==> src/utf8d_pkg.sv <==
// utf8d_pkg: shared types and constants for the UTF-8 byte stream decoder.
// Depends on nothing; used by every module of the decoder.
package utf8d_pkg;

	localparam int CP_W     = 31;
	localparam int STATUS_W = 3;
	localparam int REM_W    = 3;

	// result status codes; markers 1..4 reuse the status value as code point
	localparam logic [STATUS_W-1:0] ST_OK         = 3'd0;
	localparam logic [STATUS_W-1:0] ST_BAD_LEAD   = 3'd1;
	localparam logic [STATUS_W-1:0] ST_STRAY      = 3'd2;
	localparam logic [STATUS_W-1:0] ST_INCOMPLETE = 3'd3;
	localparam logic [STATUS_W-1:0] ST_NONCONT    = 3'd4;

	typedef struct packed {
		logic [CP_W-1:0]     cp;
		logic [STATUS_W-1:0] status;
		logic                last;
	} result_t;

	// everything one byte produces: up to two results plus the next state
	typedef struct packed {
		result_t          r0;
		result_t          r1;
		logic [1:0]       n;
		logic [CP_W-1:0]  partial;
		logic [REM_W-1:0] remain;
	} decode_t;

endpackage

==> src/utf8d_decode.sv <==
// utf8d_decode: combinational decode of one byte against the pending sequence state.
// Depends on utf8d_pkg.
module utf8d_decode (
	input  logic [7:0]                    data_byte,
	input  logic [utf8d_pkg::CP_W-1:0]    partial,
	input  logic [utf8d_pkg::REM_W-1:0]   remain,
	output utf8d_pkg::decode_t            dec
);
	import utf8d_pkg::*;

	typedef struct packed {
		logic                is_seq;
		logic [CP_W-1:0]     cp;
		logic [STATUS_W-1:0] status;
		logic [REM_W-1:0]    remain;
	} lead_t;

	// idle-state handling of a nonzero byte
	function automatic lead_t lead_info(input logic [7:0] b);
		lead_t l;
		l = '0;
		priority if (b[7] == 1'b0) begin
			l.cp = CP_W'(b);
			l.status = ST_OK;
		end else if (b[7:6] == 2'b10) begin
			l.cp = CP_W'(ST_STRAY);
			l.status = ST_STRAY;
		end else if (b[7:1] == 7'h7F) begin
			l.cp = CP_W'(ST_BAD_LEAD);
			l.status = ST_BAD_LEAD;
		end else if (b[5] == 1'b0) begin
			l.is_seq = 1'b1;
			l.cp = {20'b0, b[4:0], 6'b0};
			l.remain = 3'd1;
		end else if (b[4] == 1'b0) begin
			l.is_seq = 1'b1;
			l.cp = {15'b0, b[3:0], 12'b0};
			l.remain = 3'd2;
		end else if (b[3] == 1'b0) begin
			l.is_seq = 1'b1;
			l.cp = {10'b0, b[2:0], 18'b0};
			l.remain = 3'd3;
		end else if (b[2] == 1'b0) begin
			l.is_seq = 1'b1;
			l.cp = {5'b0, b[1:0], 24'b0};
			l.remain = 3'd4;
		end else begin
			l.is_seq = 1'b1;
			l.cp = {b[0], 30'b0};
			l.remain = 3'd5;
		end
		return l;
	endfunction

	lead_t            lead;
	logic [REM_W-1:0] left;
	logic [CP_W-1:0]  merged;
	logic [5:0]       pay;

	assign lead = lead_info(data_byte);
	assign pay  = data_byte[5:0];

	always_comb begin
		unique case (remain)
			3'd0, 3'd1: left = 3'd0;
			3'd2:       left = 3'd1;
			3'd3:       left = 3'd2;
			3'd4:       left = 3'd3;
			3'd5:       left = 3'd4;
			default:    left = 3'd5;
		endcase
	end

	always_comb begin
		unique case (left)
			3'd0:    merged = partial | {25'b0, pay};
			3'd1:    merged = partial | {19'b0, pay, 6'b0};
			3'd2:    merged = partial | {13'b0, pay, 12'b0};
			3'd3:    merged = partial | {7'b0, pay, 18'b0};
			3'd4:    merged = partial | {1'b0, pay, 24'b0};
			default: merged = partial | {pay[0], 30'b0};
		endcase
	end

	always_comb begin
		dec = '0;
		dec.partial = partial;
		dec.remain  = remain;
		if (remain == '0) begin
			if (data_byte != 8'h00) begin
				if (lead.is_seq) begin
					dec.partial = lead.cp;
					dec.remain  = lead.remain;
				end else begin
					dec.r0 = '{cp: lead.cp, status: lead.status, last: 1'b1};
					dec.n  = 2'd1;
				end
			end
		end else if (data_byte == 8'h00) begin
			dec.r0 = '{cp: CP_W'(ST_INCOMPLETE), status: ST_INCOMPLETE, last: 1'b0};
			dec.r1 = '{cp: partial, status: ST_INCOMPLETE, last: 1'b1};
			dec.n  = 2'd2;
			dec.partial = '0;
			dec.remain  = '0;
		end else if (data_byte[7:6] == 2'b10) begin
			dec.remain = left;
			if (left == '0) begin
				dec.r0 = '{cp: merged, status: ST_OK, last: 1'b1};
				dec.n  = 2'd1;
				dec.partial = '0;
			end else begin
				dec.partial = merged;
			end
		end else begin
			// broken sequence: marker, then the byte again as a lead
			dec.r0 = '{cp: CP_W'(ST_NONCONT), status: ST_NONCONT, last: 1'b1};
			dec.n  = 2'd1;
			dec.partial = '0;
			dec.remain  = '0;
			if (lead.is_seq) begin
				dec.partial = lead.cp;
				dec.remain  = lead.remain;
			end else begin
				dec.r0.last = 1'b0;
				dec.r1 = '{cp: lead.cp, status: lead.status, last: 1'b1};
				dec.n  = 2'd2;
			end
		end
	end

endmodule

==> src/utf8d_obuf.sv <==
// utf8d_obuf: two-slot result queue that drives the output channel.
// Depends on utf8d_pkg.
module utf8d_obuf (
	input  logic                 clk,
	input  logic                 arst_n,
	input  logic [1:0]           push_n,
	input  utf8d_pkg::result_t   r0,
	input  utf8d_pkg::result_t   r1,
	input  logic                 out_stall,
	output logic [1:0]           free,
	output logic                 out_valid,
	output utf8d_pkg::result_t   head
);
	import utf8d_pkg::*;

	result_t    slot0_q, slot1_q;
	result_t    nxt0, nxt1;
	logic [1:0] count_q;
	logic [1:0] base;
	logic       pop;

	assign out_valid = (count_q != 2'd0);
	assign head      = slot0_q;
	assign pop       = out_valid && !out_stall;
	assign base      = count_q - {1'b0, pop};
	assign free      = 2'd2 - base;

	always_comb begin
		nxt0 = pop ? slot1_q : slot0_q;
		nxt1 = slot1_q;
		if (push_n != 2'd0) begin
			if (base == 2'd0) begin
				nxt0 = r0;
			end else begin
				nxt1 = r0;
			end
		end
		if (push_n == 2'd2) begin
			nxt1 = r1;
		end
	end

	always_ff @(posedge clk or negedge arst_n) begin
		if (!arst_n) begin
			count_q <= 2'd0;
		end else begin
			count_q <= base + push_n;
		end
	end

	always_ff @(posedge clk) begin
		slot0_q <= nxt0;
		slot1_q <= nxt1;
	end

endmodule

==> src/utf8_byte_stream_decoder.sv <==
// A byte is registered into the input stage when taken; its results are then registered
// into the result queue, which drives the outputs.
// Throughput: one byte per cycle while each byte yields at most one result and out_stall
// is low; a byte's two results leave one by one over the single result port.
// Reset (arst_n low, asynchronous): no sequence pending, input stage and result queue empty.
// Depends on utf8d_pkg, utf8d_decode and utf8d_obuf.
module utf8_byte_stream_decoder (
	input  logic                               clk,
	input  logic                               arst_n,
	// byte request channel
	input  logic                               in_valid,
	output logic                               in_stall,
	input  logic [7:0]                         data_byte,
	// result request channel
	output logic                               out_valid,
	input  logic                               out_stall,
	output logic [utf8d_pkg::CP_W-1:0]         code_point,
	output logic [utf8d_pkg::STATUS_W-1:0]     status,
	output logic                               last_of_run
);
	import utf8d_pkg::*;

	// input stage: one registered byte request
	logic             valid_s1;
	logic [7:0]       byte_s1;

	// sequence state: gathered code point bits and continuation bytes still expected
	logic [CP_W-1:0]  partial_q;
	logic [REM_W-1:0] remain_q;

	decode_t          dec;
	result_t          head;
	logic [1:0]       free;
	logic [1:0]       push_n;
	logic             fire_s1;
	logic             in_take;

	// decode the staged byte against the current sequence state
	utf8d_decode u_decode (
		.data_byte (byte_s1),
		.partial   (partial_q),
		.remain    (remain_q),
		.dec       (dec)
	);

	// the staged byte retires only when the queue has room for all its results,
	// so a two-result byte never splits across cycles
	assign fire_s1  = valid_s1 && (dec.n <= free);
	assign push_n   = fire_s1 ? dec.n : 2'd0;

	// take a new byte whenever the stage is empty or retiring this cycle
	assign in_stall = valid_s1 && !fire_s1;
	assign in_take  = in_valid && !in_stall;

	always_ff @(posedge clk or negedge arst_n) begin
		if (!arst_n) begin
			valid_s1  <= 1'b0;
			partial_q <= '0;
			remain_q  <= '0;
		end else begin
			if (in_take) begin
				valid_s1 <= 1'b1;
			end else if (fire_s1) begin
				valid_s1 <= 1'b0;
			end
			// state advances once per retired byte
			if (fire_s1) begin
				partial_q <= dec.partial;
				remain_q  <= dec.remain;
			end
		end
	end

	always_ff @(posedge clk) begin
		if (in_take) begin
			byte_s1 <= data_byte;
		end
	end

	// result queue: decouples output stalls from the byte stage
	utf8d_obuf u_obuf (
		.clk       (clk),
		.arst_n    (arst_n),
		.push_n    (push_n),
		.r0        (dec.r0),
		.r1        (dec.r1),
		.out_stall (out_stall),
		.free      (free),
		.out_valid (out_valid),
		.head      (head)
	);

	assign code_point  = head.cp;
	assign status      = head.status;
	assign last_of_run = head.last;

endmodule

==> config.mk <==
export PLATFORM = sky130hd
export DESIGN_NAME = utf8_byte_stream_decoder
export DESIGN_NICKNAME = d
export VERILOG_FILES = /design/src/utf8d_pkg.sv /design/src/utf8d_decode.sv /design/src/utf8d_obuf.sv /design/src/utf8_byte_stream_decoder.sv
export SDC_FILE = /design/constraint.sdc
export NUM_CORES = 1
export LEC_CHECK = 0
export ABC_CLOCK_PERIOD_IN_PS = 6340
export BUFFER_PORTS_ARGS = -buffer_cell sky130_fd_sc_hd__buf_2
export CORE_UTILIZATION = 28
export CTS_CLUSTER_SIZE = 28
export DETAILED_ROUTE_END_ITERATION = 8
export HOLD_SLACK_MARGIN = 0.15
export PLACE_DENSITY = 0.56
export SYNTH_ARGS = -nofsm -noshare
export SYNTH_HDL_FRONTEND = slang
export SYNTH_SLANG_ARGS = --single-unit
export TNS_END_PERCENT = 20
==> constraint.sdc <==
create_clock -name clk -period 6.34 [get_ports clk]
set_input_delay 0.317 -clock clk [delete_from_list [all_inputs] [get_ports clk]]
set_output_delay 0.317 -clock clk [all_outputs]
set_load 0.02 [all_outputs]
### After elaboration in Yosys (flattened, before gate mapping)

Index checks and enable logic that the tools add are counted.
W data, S select, Z words.

| cells by class | value |
|---|---|
| eq/ne operators | 15 |
| order comparisons | 1 |
| div/mod/pow operators | 0 |
| muxes and demuxes | 46 |
| $mul | 0 |
| reductions and logical operators | 19 |
| bitwise operators | 6 |
| shift-type cells | 0 |
| add/subtract/negate cells | 3 |

Operators with widths:

| cell | number |
|---|---|
| $mux W35 | 13 |
| $pmux W31 S5 | 1 |
| $mux W34 | 4 |
| $mux W31 | 4 |
| $mux W36 | 3 |
| $mux W106 | 1 |
| $mux W32 | 2 |
| $mux W38 | 1 |
| $or A31 B12 Y31 | 1 |
| $or A31 B18 Y31 | 1 |
| $or A31 B24 Y31 | 1 |
| $or A31 B30 Y31 | 1 |
| $or A31 B31 Y31 | 1 |
| $or A31 B6 Y31 | 1 |
| $mux W3 | 6 |
| $pmux W3 S5 | 1 |
| $eq A3 B2 Y1 const B | 4 |
| $eq A3 B3 Y1 const B | 3 |
| $mux W1 | 9 |
| $logic_not A8 Y1 | 1 |
| $reduce_bool A2 Y1 | 4 |
| $reduce_bool A8 Y1 | 1 |
| $eq A7 B7 Y1 const B | 1 |
| $eq A3 B1 Y1 const B | 2 |
| 15 further kinds | 23 |

| word-level totals | value |
|---|---|
| bits in registers | 115 |
| output and inout port bits | 37 |
| ROM bits | 0 |
| RAM bits | 0 |
| memories kept | 0 |
| latch bits | 0 |

### Logic depth before layout (Yosys ltp)

| logic depth | value |
|---|---|
| depth in word-level cells | 18 |
| mapped depth | 16 |
| mapped depth without buffers | 12 |

### By module

Synthesis repeated with hierarchy kept, for this count alone.

| unflattened totals | value |
|---|---|
| cell total of the unflattened synthesis | 614 |
| area, all modules | 6371.1 µm² |

Modules (own cells, without submodules):

| module | area each (µm²) | times used | cells an instance |
|---|---|---|---|
| utf8d_obuf | 3304.4 | 1 | 285 |
| utf8_byte_stream_decoder | 1657.8 | 1 | 95 |
| utf8d_decode | 1408.9 | 1 | 234 |

### Worst setup path before layout

Ideal clock, no wire load.

| path | value |
|---|---|
| kind | reg-to-reg |
| start point | register u_obuf.count_q[1] |
| end point | register u_obuf.slot1_q[0] (netlist name) (enable) |
| setup slack | 0.351 ns |
| data arrival time | 5.509 ns |
| stages on the path, launching flop included | 14 |
| library setup time | 0.480 ns |
| data required time | 5.860 ns |
| buffers on the path | 3 |
| cells stage by stage | dfrtp_1 or2_2 nand2b_1 buf_2 buf_2 inv_1 ha_1 xnor2_1 ha_1 ha_1 and3_1 a21oi_1 clkbuf_1 o31ai_1 |

| between the ends | value |
|---|---|
| word-level cells in the longest chain between the ends | 10 |
| elaborated cells on any way between the ends | 13 |

RTL lines:

| element | line | text |
|---|---|---|
| from (decl) | utf8d_obuf.sv:18 | `logic [1:0] count_q;` |
| from (signal assigned) | utf8d_obuf.sv:47 | `count_q <= base + push_n;` |
| $reduce_bool A2 Y1 * | utf8d_obuf.sv:22 | `assign out_valid = (count_q != 2'd0);` |
| via out_valid | utf8_byte_stream_decoder.sv:15 | `output logic out_valid,` |
| $logic_and A1 B1 Y1 * | utf8d_obuf.sv:24 | `assign pop = out_valid && !out_stall;` |
| $sub A2 B1 Y2 * | utf8d_obuf.sv:25 | `assign base = count_q - {1'b0, pop};` |
| $sub A2 B2 Y2 | utf8d_obuf.sv:26 | `assign free = 2'd2 - base;` |
| $le A2 B2 Y1 | utf8_byte_stream_decoder.sv:48 | `assign fire_s1 = valid_s1 && (dec.n <= free);` |
| $logic_and A1 B1 Y1 | utf8_byte_stream_decoder.sv:48 |  |
| $mux W2 | utf8_byte_stream_decoder.sv:49 | `assign push_n = fire_s1 ? dec.n : 2'd0;` |
| $eq A2 B2 Y1 / $reduce_bool A2 Y1 (equally long branches) | utf8d_obuf.sv:38, utf8d_obuf.sv:31 |  |
| $ne A2 B2 Y1 (no source line) / $reduce_bool A2 Y1 (equally long branches) | n/a |  |
| $reduce_and A2 Y1 (no source line) * | n/a |  |
| to (signal assigned) | utf8d_obuf.sv:53 | `slot1_q <= nxt1;` |
| to (decl) | utf8d_obuf.sv:16 | `result_t slot0_q, slot1_q;` |

Mark *: on every way through the listed nets, which the timed path passes. The rest lies on a longest branch.
A chain may end at the register's enable or synchronous reset.

### Worst setup path in the final report

| path | value |
|---|---|
| start point | register byte_s1[3] |
| end point | register u_obuf.slot1_q[11] (netlist name) (enable) |

| between the ends | value |
|---|---|
| word-level cells in the longest chain between the ends | 14 |
| elaborated cells on any way between the ends | 20 |

RTL lines:

| element | line | text |
|---|---|---|
| from (decl) | utf8_byte_stream_decoder.sv:25 | `logic [7:0] byte_s1;` |
| from (signal assigned) | utf8_byte_stream_decoder.sv:76 | `byte_s1 <= data_byte;` |
| $eq A7 B7 Y1 | utf8d_decode.sv:28 | `end else if (b[7:1] == 7'h7F) begin` |
| $mux W1 | utf8d_decode.sv:28 |  |
| $mux W1 | utf8d_decode.sv:25 | `end else if (b[7:6] == 2'b10) begin` |
| $mux W1 | utf8d_decode.sv:22 | `priority if (b[7] == 1'b0) begin` |
| $mux W38 | utf8d_decode.sv:120 | `if (lead.is_seq) begin` |
| $mux W36 | utf8d_decode.sv:105 | `end else if (data_byte[7:6] == 2'b10) begin` |
| $mux W106 | utf8d_decode.sv:99 | `end else if (data_byte == 8'h00) begin` |
| $mux W36 * | utf8d_decode.sv:89 | `if (remain == '0) begin` |
| $le A2 B2 Y1 | utf8_byte_stream_decoder.sv:48 |  |
| $logic_and A1 B1 Y1 | utf8_byte_stream_decoder.sv:48 |  |
| $mux W2 * | utf8_byte_stream_decoder.sv:49 |  |
| $eq A2 B2 Y1 / $reduce_bool A2 Y1 (equally long branches) | utf8d_obuf.sv:38, utf8d_obuf.sv:31 |  |
| $ne A2 B2 Y1 (no source line) / $reduce_bool A2 Y1 (equally long branches) | n/a |  |
| $reduce_and A2 Y1 (no source line) * | n/a |  |

Mark *: on every way between the ends. The rest lies on a longest branch, timed or not. The select of a mux whose other input is x is not followed.

==> run metrics <==
number of synthesized flops with an enable pin between 40 and 50; Die Area ~20000 um^2; Worst Hold Class flip-flop to flip-flop; DRT antenna net count 0; dpl hpwl between 9000 and 10000 um; Primary FF master, synth edfxtp_1; drt first pass iters 4; Seq/Total Area, Yosys 0.545; endpoint type of the worst setup path flip-flop; CTS H-tree depth 4; Fill cells about 1900; highest clock rate 0.243 GHz; Final Hold Viols 0; Die Ht 140 um; core area roughly 19000 um^2; Clock Skews about 12 ps; CTS max path bufs 2; I/O Buffers 48; Starting Density 0.286; Reg clk slew, reported paths 50 ps; CTS tree built; Avg Vias per Cell 4.99; P&R area growth vs syn 19.9%; n_diodes 0; #FFs+latches synth 115; Synth area leaders edfxtp_1, dfrtp_1, dfxtp_1; Fin Setup TNS 0 ps; Worst Path Class, Setup flip-flop to flip-flop; Clock Latency Late Sink 410 ps; Slew Limit Fails 0; Slew HR 0.409; Yosys warning total 0; gr ovfl total 0; Worst Max-Slew Pin Slew 887 ps; Total GRT Usage 0.152; Clock Tree Root clkbuf_16; final RePlAce weighted congestion 0.875; crit start category flip-flop; Num CTS Buffers 17; Die W 140 um; Net Count, Synth 490; Hold Slack between 500 and 600 ps; CTS Sinks between 100 and 150; Max Cap Viol 0; drt drc 0; crit share post-route 0.650; number of global-route vias before repair between 4000 and 5000; WP data arrival ~4200 ps; global-route wire length before repair ~22000 um; Row Count 50; RSZ-0062 raised after global routing false; final WL ~14000 um; Ports approximately 50; initial antenna violation count 0; most frequent cells after synthesis mux2i_1, edfxtp_1, nand2_1; syn_area_per_cell roughly 11 um^2; Mapped Cells 474; Critical Path RT about 6400 ps; placed insts around 730; Final Non-Filler Cells about 770; Setup Viol. Count Final 0; Post-synth ARST share 0.322; status finished clean; Worst Path Max Fanout 35; via count approximately 3900; synthesized cell area roughly 5400 um^2; Synth cell types 56; leading area contributor after synthesis edfxtp_1; clock period minus worst slack 4120 ps; largest net degree at the start of global routing 38; Routed WL per cell 18.1 um; count leader, synth mux2i_1; Iteration-0 DRC Markers around 360; share of Yosys cell area claimed by the top area cell type 0.241; fraction of layout cells with a size suffix above 1 0.183; Layout Nets roughly 540
area by class of cell:
type / count / area, um^2 / share of cell area
repair buffers: 67 / 408 / 0.0635
well taps: 234 / 293 / 0.0456
flip-flops and latches: 115 / 2920 / 0.455
multi-input cells: 315 / 2240 / 0.349
clock buffers: 26 / 489 / 0.0762
inverters: 11 / 41.3 / 0.00643
clock inverters: 6 / 32.5 / 0.00507
placed cells by master, fill, tap and decap left out, types with 5 or more instances in the layout:
cell type,instances
mux2i_1,66
buf_2,48
edfxtp_1,43
nand2_1,39
dfrtp_1,37
dfxtp_1,35
nor2b_1,27
nor2_1,26
a21oi_1,23
clkbuf_16,17
o21ai_0,16
a22o_1,13
inv_1,11
dlygate4sd3_1,10
buf_4,9
nor3_1,8
and2_1,8
nand3_1,7
clkbuf_1,6
a22oi_1,5
clkinv_2,5
through the flow:
step | setup WS, ps | instance area (um^2) | utilization
floorplan | 351 | 5350 | -
global placement | 2410 | 5800 | 0.310
detailed placement | 2190 | 5800 | 0.310
CTS | 2200 | 6420 | 0.343
global route | 1970 | 6420 | 0.343
finish | 2220 | 6420 | 0.343
kinds of logic after synthesis:
kind of cell	Yosys count	share of synthesized area
fa+ha+maj	4	0.00935
compound gates	95	0.128
flops	115	0.545
mux	70	0.132
simple gates	142	0.139
xor+xnor	4	0.00655
buf+inv	44	0.0397
final timing paths:
check / to / cells after the start / slack, ps / from
max: u_obuf.slot1_q[11] / 10 / 2220 / byte_s1[3]
min: u_obuf.head[6] / 2 / 520 / u_obuf.slot1_q[6]
max reg2reg: u_obuf.slot1_q[11] / 10 / 2220 / byte_s1[3]
min reg2reg: u_obuf.head[6] / 2 / 520 / u_obuf.slot1_q[6]
max in group asynchronous: partial_q[15] / 2 / 5210 / arst_n
min in group asynchronous: partial_q[28] / 2 / 560 / arst_n
state kept, by name, indices dropped and copies added, names as in the netlist:
name / count
u_obuf.slot1_q: 35
u_obuf.head: 35
u_obuf.count_q: 2
valid_s1: 1
byte_s1: 8
partial_q: 31
remain_q: 3
per-layer routing:
| metal | track usage | vias up | part of all wire | wire (um) |
|---|---|---|---|---|
| met1 | 0.193 | 1900 | 0.46 | 6450 |
| met3 | 0.0421 | 24 | 0.052 | 725 |
| li1 | - | 1830 | - | - |
| met4 | 0.0642 | 0 | 0.016 | 221 |
| met2 | 0.241 | 106 | 0.47 | 6580 |
| met5 | 0 | - | 0 | 0 |
what timing repair did:
action                    4_1_cts  5_1_grt
hold buffers                   10        0
hold endpoints to repair       46        0
buffers inserted                0        0
resized for setup               0        0
critical path, cell delays in order (launching register included):
cell	delay (ps)
edfxtp_1	750
nand4_2	260
o21a_4	300
o211ai_1	490
ha_1	250
and3_1	180
a21oi_1	50
buf_4	200
or3_1	600
o31ai_4	140
buf_4	500
Power is not shown: default switching activity piles up to over one toggle a cycle in this logic, so the estimate is an artifact.
